**src/hdl/sha_pkg.sv**
```systemverilog
package sha_pkg;

  localparam logic [7:0] PadByte = 8'h80;

  typedef enum logic [2:0] {
    ST_IDLE,
    ST_PAD,
    ST_ROUND,
    ST_FINAL,
    ST_EMIT
  } state_t;

  // controller commands to the datapath
  typedef struct packed {
    logic       take_word;
    logic       pad_step;
    logic       round_start;
    logic       round_step;
    logic       round_finish;
    logic       reload;
    logic       emit_step;
  } cmd_t;

  // datapath status to the controller
  typedef struct packed {
    logic       block_full;
    logic       window_full;
    logic       pad_done;
    logic       rounds_done;
    logic       last_word;
    logic       pad_pending;
  } sts_t;

  localparam logic [31:0] Iv256 [8] = '{
    32'h6a09e667, 32'hbb67ae85, 32'h3c6ef372, 32'ha54ff53a,
    32'h510e527f, 32'h9b05688c, 32'h1f83d9ab, 32'h5be0cd19};

  localparam logic [31:0] Iv224 [8] = '{
    32'hc1059ed8, 32'h367cd507, 32'h3070dd17, 32'hf70e5939,
    32'hffc00b31, 32'h68581511, 32'h64f98fa7, 32'hbefa4fa4};

  localparam logic [31:0] RoundK [64] = '{
    32'h428a2f98, 32'h71374491, 32'hb5c0fbcf, 32'he9b5dba5,
    32'h3956c25b, 32'h59f111f1, 32'h923f82a4, 32'hab1c5ed5,
    32'hd807aa98, 32'h12835b01, 32'h243185be, 32'h550c7dc3,
    32'h72be5d74, 32'h80deb1fe, 32'h9bdc06a7, 32'hc19bf174,
    32'he49b69c1, 32'hefbe4786, 32'h0fc19dc6, 32'h240ca1cc,
    32'h2de92c6f, 32'h4a7484aa, 32'h5cb0a9dc, 32'h76f988da,
    32'h983e5152, 32'ha831c66d, 32'hb00327c8, 32'hbf597fc7,
    32'hc6e00bf3, 32'hd5a79147, 32'h06ca6351, 32'h14292967,
    32'h27b70a85, 32'h2e1b2138, 32'h4d2c6dfc, 32'h53380d13,
    32'h650a7354, 32'h766a0abb, 32'h81c2c92e, 32'h92722c85,
    32'ha2bfe8a1, 32'ha81a664b, 32'hc24b8b70, 32'hc76c51a3,
    32'hd192e819, 32'hd6990624, 32'hf40e3585, 32'h106aa070,
    32'h19a4c116, 32'h1e376c08, 32'h2748774c, 32'h34b0bcb5,
    32'h391c0cb3, 32'h4ed8aa4a, 32'h5b9cca4f, 32'h682e6ff3,
    32'h748f82ee, 32'h78a5636f, 32'h84c87814, 32'h8cc70208,
    32'h90befffa, 32'ha4506ceb, 32'hbef9a3f7, 32'hc67178f2};

  function automatic logic [31:0] ror32(input logic [31:0] x, input int n);
    ror32 = (x >> n) | (x << (32 - n));
  endfunction

  function automatic logic [31:0] iv_word(input logic mode, input logic [2:0] i);
    iv_word = mode ? Iv224[i] : Iv256[i];
  endfunction

endpackage

```
**src/hdl/sha_ctrl.sv**
```systemverilog
module sha_ctrl (
  input  logic            clk,
  input  logic            rst,
  input  logic            in_valid,
  output logic            in_stall,
  input  logic            out_stall,
  output logic            out_valid,
  input  logic            cfg_busy,
  output logic            cfg_ready,
  input  sha_pkg::sts_t   sts,
  input  logic            emit_last,
  output sha_pkg::cmd_t   cmd
);

  sha_pkg::state_t state, state_next;

  assign cfg_ready = (state == sha_pkg::ST_IDLE);

  always_ff @(posedge clk) begin
    if (rst) begin
      state <= sha_pkg::ST_IDLE;
    end else begin
      state <= state_next;
    end
  end

  always_comb begin
    state_next = state;
    cmd = '0;
    in_stall = 1'b1;
    out_valid = 1'b0;
    case (state)
      sha_pkg::ST_IDLE: begin
        in_stall = cfg_busy;
        if (in_valid && !cfg_busy) begin
          cmd.take_word = 1'b1;
          if (sts.last_word || sts.block_full) begin
            state_next = sha_pkg::ST_PAD;
          end
        end
      end
      sha_pkg::ST_PAD: begin
        // pad a last word until the window holds a full block, then run rounds
        if (!sts.window_full && sts.pad_pending && !sts.pad_done) begin
          cmd.pad_step = 1'b1;
        end else begin
          cmd.round_start = 1'b1;
          state_next = sha_pkg::ST_ROUND;
        end
      end
      sha_pkg::ST_ROUND: begin
        cmd.round_step = 1'b1;
        if (sts.rounds_done) begin
          state_next = sha_pkg::ST_FINAL;
        end
      end
      sha_pkg::ST_FINAL: begin
        cmd.round_finish = 1'b1;
        if (!sts.pad_pending) begin
          state_next = sha_pkg::ST_IDLE;
        end else if (sts.pad_done) begin
          state_next = sha_pkg::ST_EMIT;
        end else begin
          state_next = sha_pkg::ST_PAD;
        end
      end
      sha_pkg::ST_EMIT: begin
        out_valid = 1'b1;
        if (!out_stall) begin
          cmd.emit_step = 1'b1;
          if (emit_last) begin
            cmd.reload = 1'b1;
            state_next = sha_pkg::ST_IDLE;
          end
        end
      end
      default: state_next = sha_pkg::ST_IDLE;
    endcase
  end

endmodule

```
**src/hdl/sha_dpath.sv**
```systemverilog
module sha_dpath (
  input  logic            clk,
  input  logic            rst,
  input  sha_pkg::cmd_t   cmd,
  output sha_pkg::sts_t   sts,
  input  logic            cfg_write,
  input  logic            cfg_mode,
  input  logic [31:0]     message_word,
  input  logic [2:0]      byte_count,
  input  logic            last_item,
  output logic [31:0]     digest_word,
  output logic [2:0]      word_index,
  output logic            digest_end
);

  logic        mode;
  logic [31:0] chain [8];
  logic [31:0] wbuf [16];
  logic [3:0]  fill;
  logic [60:0] total;
  logic [31:0] rv [8];
  logic [5:0]  rnd;
  logic        pend;
  logic        pdone;
  logic        pzero;
  logic        lhi;
  logic        wfull;
  logic [2:0]  oidx;

  logic [2:0]  cnt;
  logic [31:0] mask_word;
  logic [60:0] total_next;
  logic [63:0] bits;
  logic [31:0] t1, t2, s0, s1, wnew;
  logic [31:0] pad_word;
  logic        fill_wrap;

  always_comb begin
    cnt = last_item ? ((byte_count > 3'd4) ? 3'd4 : byte_count) : 3'd4;
    case (cnt)
      3'd0: mask_word = {sha_pkg::PadByte, 24'h0};
      3'd1: mask_word = {message_word[31:24], sha_pkg::PadByte, 16'h0};
      3'd2: mask_word = {message_word[31:16], sha_pkg::PadByte, 8'h0};
      3'd3: mask_word = {message_word[31:8], sha_pkg::PadByte};
      default: mask_word = message_word;
    endcase
    total_next = total + 61'(cnt);
    bits = {total, 3'b000};
    if (pzero) begin
      pad_word = {sha_pkg::PadByte, 24'h0};
    end else if (fill == 4'd14) begin
      pad_word = bits[63:32];
    end else if (fill == 4'd15) begin
      pad_word = lhi ? bits[31:0] : 32'h0;
    end else begin
      pad_word = 32'h0;
    end
    fill_wrap = (fill == 4'd15);
    s0 = sha_pkg::ror32(wbuf[1], 7) ^ sha_pkg::ror32(wbuf[1], 18) ^ (wbuf[1] >> 3);
    s1 = sha_pkg::ror32(wbuf[14], 17) ^ sha_pkg::ror32(wbuf[14], 19) ^ (wbuf[14] >> 10);
    wnew = s1 + wbuf[9] + s0 + wbuf[0];
    t1 = rv[7] + (sha_pkg::ror32(rv[4], 6) ^ sha_pkg::ror32(rv[4], 11)
         ^ sha_pkg::ror32(rv[4], 25)) + ((rv[4] & rv[5]) ^ (~rv[4] & rv[6]))
         + sha_pkg::RoundK[rnd] + wbuf[0];
    t2 = (sha_pkg::ror32(rv[0], 2) ^ sha_pkg::ror32(rv[0], 13) ^ sha_pkg::ror32(rv[0], 22))
         + ((rv[0] & rv[1]) ^ (rv[0] & rv[2]) ^ (rv[1] & rv[2]));
  end

  assign sts.block_full = fill_wrap && !(last_item && cnt != 3'd4);
  assign sts.window_full = wfull;
  assign sts.last_word = last_item;
  assign sts.pad_pending = pend;
  assign sts.pad_done = pdone;
  assign sts.rounds_done = (rnd == 6'd63);

  // control registers
  always_ff @(posedge clk) begin
    if (rst) begin
      mode <= 1'b0;
      fill <= '0;
      total <= '0;
      pend <= 1'b0;
      pdone <= 1'b0;
      pzero <= 1'b0;
      lhi <= 1'b0;
      wfull <= 1'b0;
      rnd <= '0;
      oidx <= '0;
      for (int i = 0; i < 8; i++) chain[i] <= sha_pkg::iv_word(1'b0, 3'(i));
    end else if (cfg_write) begin
      mode <= cfg_mode;
      fill <= '0;
      total <= '0;
      for (int i = 0; i < 8; i++) chain[i] <= sha_pkg::iv_word(cfg_mode, 3'(i));
    end else begin
      if (cmd.take_word) begin
        total <= total_next;
        fill <= fill + 4'd1;
        if (fill_wrap) wfull <= 1'b1;
        if (last_item) begin
          pend <= 1'b1;
          pdone <= 1'b0;
          lhi <= 1'b0;
          // full last word: marker byte goes into the next word
          pzero <= (cnt == 3'd4);
        end
      end
      if (cmd.pad_step) begin
        fill <= fill + 4'd1;
        pzero <= 1'b0;
        if (fill_wrap) wfull <= 1'b1;
        if (!pzero && fill == 4'd14) lhi <= 1'b1;
        if (!pzero && fill == 4'd15 && lhi) pdone <= 1'b1;
      end
      if (cmd.round_start) begin
        rnd <= '0;
        wfull <= 1'b0;
      end
      if (cmd.round_step) rnd <= rnd + 6'd1;
      if (cmd.round_finish) begin
        for (int i = 0; i < 8; i++) chain[i] <= chain[i] + rv[i];
      end
      if (cmd.reload) begin
        pend <= 1'b0;
        pdone <= 1'b0;
        fill <= '0;
        total <= '0;
        oidx <= '0;
        for (int i = 0; i < 8; i++) chain[i] <= sha_pkg::iv_word(mode, 3'(i));
      end else if (cmd.emit_step) begin
        oidx <= oidx + 3'd1;
      end
    end
  end

  // message schedule window and working variables
  always_ff @(posedge clk) begin
    if (cmd.take_word) begin
      for (int i = 0; i < 15; i++) wbuf[i] <= wbuf[i + 1];
      wbuf[15] <= last_item ? mask_word : message_word;
    end else if (cmd.pad_step) begin
      for (int i = 0; i < 15; i++) wbuf[i] <= wbuf[i + 1];
      wbuf[15] <= pad_word;
    end else if (cmd.round_step) begin
      for (int i = 0; i < 15; i++) wbuf[i] <= wbuf[i + 1];
      wbuf[15] <= wnew;
    end
    if (cmd.round_start) begin
      for (int i = 0; i < 8; i++) rv[i] <= chain[i];
    end else if (cmd.round_step) begin
      rv[7] <= rv[6]; rv[6] <= rv[5]; rv[5] <= rv[4];
      rv[4] <= rv[3] + t1;
      rv[3] <= rv[2]; rv[2] <= rv[1]; rv[1] <= rv[0];
      rv[0] <= t1 + t2;
    end
  end

  assign digest_word = chain[oidx];
  assign word_index = oidx;
  assign digest_end = mode ? (oidx == 3'd6) : (oidx == 3'd7);

endmodule

```
**src/hdl/sha256_hash_engine.sv**
```systemverilog
// SHA-256 / SHA-224 engine. Message words enter on in_valid/in_stall, first byte in
// bits 31:24; every sixteenth word (a full 64-byte block) holds input while it is
// compressed, one round per cycle in a single round unit. The last word triggers
// padding and a compression for each remaining block, two blocks when the marker
// byte leaves no room for the length, then 8 (SHA-256) or 7 (SHA-224) digest words,
// one per cycle on out_valid/out_stall while out_stall is low.
// digest_mode is written through cfg_valid/cfg_ready while idle and restarts the message.
module sha256_hash_engine (
  input  logic        clk,
  input  logic        rst,
  input  logic        in_valid,
  output logic        in_stall,
  input  logic [31:0] message_word,
  input  logic [2:0]  byte_count,
  input  logic        last_item,
  output logic        out_valid,
  input  logic        out_stall,
  output logic [31:0] digest_word,
  output logic [2:0]  word_index,
  output logic        digest_end,
  input  logic        cfg_valid,
  output logic        cfg_ready,
  input  logic        digest_mode
);

  sha_pkg::cmd_t cmd;
  sha_pkg::sts_t sts;
  logic          cfg_write;

  assign cfg_write = cfg_valid && cfg_ready;

  sha_ctrl u_ctrl (
    .clk, .rst, .in_valid, .in_stall, .out_stall, .out_valid,
    .cfg_busy(cfg_valid), .cfg_ready, .sts, .emit_last(digest_end), .cmd
  );

  sha_dpath u_dpath (
    .clk, .rst, .cmd, .sts,
    .cfg_write(cfg_write), .cfg_mode(digest_mode),
    .message_word, .byte_count, .last_item,
    .digest_word, .word_index, .digest_end
  );

endmodule

```
**config.mk**
```make
export PLATFORM = sky130hd
export DESIGN_NAME = sha256_hash_engine
export DESIGN_NICKNAME = d
export VERILOG_FILES = /design/src/hdl/sha_pkg.sv /design/src/hdl/sha_ctrl.sv /design/src/hdl/sha_dpath.sv /design/src/hdl/sha256_hash_engine.sv
export SDC_FILE = /design/constraint.sdc
export NUM_CORES = 2
export LEC_CHECK = 0
export BUFFER_PORTS_ARGS = -buffer_cell sky130_fd_sc_hd__clkbuf_2
export CORE_ASPECT_RATIO = 0.75
export CORE_MARGIN = 2
export CORE_UTILIZATION = 45
export CTS_CLUSTER_SIZE = 14
export DETAILED_ROUTE_END_ITERATION = 8
export GPL_TIMING_DRIVEN = 0
export PLACE_DENSITY = 0.57
export SYNTH_ARGS = -nofsm -noshare
export SYNTH_HDL_FRONTEND = slang
export SYNTH_SLANG_ARGS = --single-unit
```
**constraint.sdc**
```tcl
create_clock -name clk -period 10.83 [get_ports clk]
set_clock_uncertainty 0.15 [all_clocks]
set_input_delay 0.5415 -clock clk [delete_from_list [all_inputs] [get_ports clk]]
set_output_delay 0.5415 -clock clk [all_outputs]
set_load 0.02 [all_outputs]
```
Word level (Yosys, flattened, before mapping). Memories as Yosys holds them, arrays and structs flattened. A register that Yosys moved wholly into a read port is not among the register bits. Index checks and enable logic that the tools add are counted.

Register bits: 83. Memory bits (writable): 1024. Memory bits (read-only): 2048. Input bits: 42. Output and inout bits: 39. Logic and storage cells: 347. Memories: 4.

Memory list: (no name shown) (words 64, bits a word 32, rd ports 1, clocked after memory_dff 0, write ports 0, RTL line sha_dpath.sv:64) `+ sha_pkg::RoundK[rnd] + wbuf[0];`; u_dpath.wbuf (words 16, bits a word 32, rd ports 16, clocked after memory_dff 0, write ports 16, RTL line sha_dpath.sv:18) `logic [31:0] wbuf [16];`; u_dpath.chain (words 8, bits a word 32, rd ports 9, clocked after memory_dff 1, write ports 8, RTL line sha_dpath.sv:17) `logic [31:0] chain [8];`; u_dpath.rv (words 8, bits a word 32, rd ports 8, clocked after memory_dff 0, write ports 8, RTL line sha_dpath.sv:21) `logic [31:0] rv [8];`.

Add/subtract/negate cells: 22. Order comparisons: 2. Eq/ne operators: 20. Muxes and demuxes: 166. Bitwise gates (word level): 93. Reduce and logical (&&, ||, !) cells: 29.

Operators by type and width (count): $mux 32 (81); $add 32x32->32 (18); $xor 32x32->32 (9); $and 32x32->32 (5); $pmux 32 s4 (1); $mux 31 (4); $or 1x1->1 (64); $add 61x3->61 (1); $mux 1 (56); $mux 28 (2); $mux 3 (14); $not 32->32 (1); $or 10x32->32 (1); $or 13x32->32 (1); $or 14x32->32 (1); $or 15x32->32 (1); $or 19x32->32 (1); $or 21x32->32 (1); $or 25x32->32 (1); $or 26x32->32 (1); $or 30x32->32 (1); $or 7x32->32 (1); $xor 32x22->32 (1); $xor 32x29->32 (1); 28 further kinds (64).

Longest topological paths before layout.
Depth after elaboration: 11. Mapped depth: 39. Depth with buffers taken out: 37.

Modules after synthesis. A second synthesis with hierarchy kept.

Cells, all modules: 6594. Area, all modules: 69482.9 µm².

By module, submodules not included: sha_dpath (instances 1, cells each 6561, area each 69223.9 µm², sequential area each 31860.6 µm²); sha_ctrl (instances 1, cells each 32, area each 252.7 µm², sequential area each 60.1 µm²); sha256_hash_engine (instances 1, cells each 1, area each 6.3 µm², sequential area each 0.0 µm²).

Worst setup path after synthesis. Ideal clock, no wire load.

Kind: register to register. From: register u_ctrl.state[1]. To: memory u_dpath.wbuf[0][0], enable pin. Setup time: 2600 ps. Data arrival time: 7058 ps. Required time: 8080 ps. Slack: 1022 ps. Cell stages (with the launch flop): 7. Buffers on the path: 3. Clock period less this slack: 9808 ps. Path through: dfxtp_1 -> buf_2 -> nor3_2 -> nand3b_1 -> clkbuf_1 -> clkbuf_1 -> nand3_1.

RTL lines: start, declared (RTL line sha_ctrl.sv:15) `sha_pkg::state_t state, state_next;`; start signal, assigned (RTL line sha_ctrl.sv:21) `state <= sha_pkg::ST_IDLE;`; start signal, assigned (RTL line sha_ctrl.sv:23) `state <= state_next;`; end, declared (RTL line sha_dpath.sv:18).

==> results by group <==
Global routing
  • Largest net degree at the start of global routing: 99
  • Antenna violations before repair: 23
  • First-pass GRT wire length: 391000 um
  • Vias in the first global route: 50200
  • Grt ovf: 0
  • All-layer global routing usage: 0.355

Routing
  • Detail-routed net length per standard cell: 31.8 um
  • WL final: 286000 um
  • Antenna-violating nets left: 0
  • Pre-antenna DRT Iters: 9
  • Vias/cell: 6.29
  • # DRC: 0
  • DR iter-0 viols: 9088
  • Via count: 56500

Final layout
  • Most frequent cells in the layout: edfxtp_1, nand2_1, a21oi_1
  • Commonest non-fill, non-tap cell in the layout: edfxtp_1
  • Area grow syn2layout: 11.6%
  • Layout cell share with drive strength beyond 1: 0.0761
  • Layout net count: 7486

Critical path
  • Worst-path maximum fanout: 10
  • CP delay by family, top: compound AO/OA/AOI/OAI gates
  • Worst Setup Start Kind: flip-flop
  • CP max stage cell: o311ai_1
  • Critical Path RT: 11170 ps
  • Max incr delay on CP: 810 ps
  • WS Path Type: flip-flop to flip-flop
  • Critical Path Sink Type: flip-flop
  • Top cell by count, worst path: a21oi_1
  • Worst EP arrival: 11130 ps
  • Buf/Inv on CP: 7

Placed design
  • Gp weighted congestion: 1.04
  • Number of port buffers: 80
  • DPL Wire Length: 225000 um
  • Dpl ws: -1510 ps

Synth
  • Synth Instances: 6598
  • Post-synthesis sequential area ratio: 0.459
  • Net count after synthesis: 7233
  • Yosys warns: 0
  • Post-synth top flop: edfxtp_1
  • Netlist cell types: 99
  • Yosys reg bits: 1110
  • Synth Cell Area: 0.0695 mm2
  • Fraction of registers with async set/reset: 0
  • Mean area per synthesized cell: 10.5 um2
  • Post-synth EDFFs: 969

Clocking
  • Clock-pin slew on the worst setup and hold paths: 60 ps
  • Clock Tree Buf Depth: 3
  • CTS Buf Count: 116
  • Clk sinks: 1110
  • Htree depth: 3
  • Root buffer cell: clkbuf_16
  • TritonCTS clock tree: built
  • Worst-skew pair later-pin latency: 820 ps

STA
  • Fmax: 92.7 MHz
  • Setup ws final: 43.6 ps
  • Final hold violations: 0
  • Max Slew Vio Count: 55
  • Period utilisation layout: 0.996
  • Setup-failing EPs final: 0
  • Final min period: 10790 ps
  • Setup total negative slack: 0 ps
  • Slew at the pin with the worst max-slew slack: 1580 ps
  • Max-slew headroom: -0.0553

Run status
  • Status: finished with violations
  • Failing checks: capacitance limit, slew limit

Floorplanning
  • Initial Util: 0.454
  • Core area: 0.153 mm2
  • FP Rows: 124
  • IO Pins: 81
  • Die Y-Extent: 344 um
  • Die ar.: 0.158 mm2
  • Chip width: 458 um

Flow run
  • # Max-Cap Violations: 8

Worst hold path
  • Hold crit path type: input pin to flip-flop
[sequential cells by signal, summed over array words and instances (netlist names), named ones only]
signal,count
u_dpath.wbuf,512
u_dpath.wfull,1
u_dpath.chain,256
u_dpath.rv,256
u_dpath.lhi,1
u_dpath.fill,4
u_dpath.total,61
u_dpath.pzero,1
u_ctrl.state,3
u_dpath.mode,1
u_dpath.pend,1
u_dpath.word_index,3
u_dpath.pdone,1
u_dpath.rnd,6
[metrics by stage]
stage / hold WS [ps] / instance area (um2) / instances / util
floorplan: 250 / 69500 / 6598 / -
global placement: 250 / 72400 / 8694 / 0.474
detailed placement: 255 / 73100 / 8719 / 0.478
CTS: 23.1 / 77400 / 8964 / 0.506
global route: 51.1 / 77600 / 8966 / 0.507
finish: 81.4 / 77600 / 8973 / 0.507
[timing repair]
action	in CTS	in global routing
hold endpoints to repair	27	0
setup buffers	0	4
hold buffers	28	0
gates resized for setup	30	53
cloned	0	0
pin swaps	0	2
setup endpoints to repair	32	15
[cells in the mapped netlist, types with 57 or more instances]
master,instances,area share
a211oi_1,61,0.0066
a21o_1,188,0.020
a21oi_1,422,0.030
a31oi_1,70,0.0063
and3_1,57,0.0051
clkbuf_1,240,0.013
dfxtp_1,141,0.041
edfxtp_1,969,0.42
fa_1,196,0.056
ha_1,397,0.071
inv_1,295,0.016
mux4_2,67,0.022
nand2_1,969,0.052
nand2b_1,64,0.0058
nand3_1,120,0.0086
nor2_1,393,0.021
nor3_1,96,0.0069
o21ai_0,364,0.026
o21ai_1,71,0.0051
xnor2_1,384,0.048
xor2_1,218,0.027
[path summary, 6_finish.rpt]
| path | slack (ps) | cells past startpoint | to | from |
|---|---|---|---|---|
| worst max-delay path | 40 | 31 | u_dpath.rv[0][159]$_DFFE_PP_ | u_dpath.rnd[2]$_SDFFE_PP0P_ |
| worst min register to register | 200 | 0 | u_dpath.wbuf[6][8]$_DFFE_PP_ | u_dpath.wbuf[6][40]$_DFFE_PP_ |
| worst max register to register | 40 | 31 | u_dpath.rv[0][159]$_DFFE_PP_ | u_dpath.rnd[2]$_SDFFE_PP0P_ |
| worst min-delay path | 80 | 3 | u_dpath.wbuf[7][50]$_DFFE_PP_ | message_word[18] |
[layer usage]
metal	track usage	up-vias	share of wire
li1	-	24300	-
met1	0.575	28400	0.47
met2	0.419	3435	0.35
met3	0.150	320	0.16
met4	0.0758	8	0.022
met5	0	-	0.00016
[worst register-to-register path: cells and delay by family (launching register included)]
kind	cells	cell delay [ps]
adder cells (fa/ha/maj)	5	2280
XOR/XNOR	3	800
flip-flops	1	490
AO/OA/AOI/OAI	12	4000
AND/OR/NAND/NOR	4	800
buffers and inverters	7	2040
[logic make-up after synthesis]
kind of cell | after synthesis | synth area share
AND/OR/NAND/NOR | 1928 | 0.122
AO/OA/AOI/OAI | 1594 | 0.144
flip-flops | 1110 | 0.459
adder cells (fa/ha/maj) | 619 | 0.132
XOR/XNOR | 602 | 0.0758
buffers and inverters | 595 | 0.0324
multiplexers | 150 | 0.0344
[cell type report]
class                           instances  area, um2
Fill cell                           13900      75400
Multi-Input combinational cell       4893      35600
Sequential cell                      1110      31900
Clock buffer                          148       3090
Tap cell                             2016       2520
Timing Repair Buffer                  137       1210
Buffer                                296       1200
Inverter                              297       1130
Clock inverter                         69        871
Antenna cell                            7       17.5
Power is left out: the tool's default activity adds up to more than one toggle a clock period on the data nets, which glitch-free logic cannot reach.
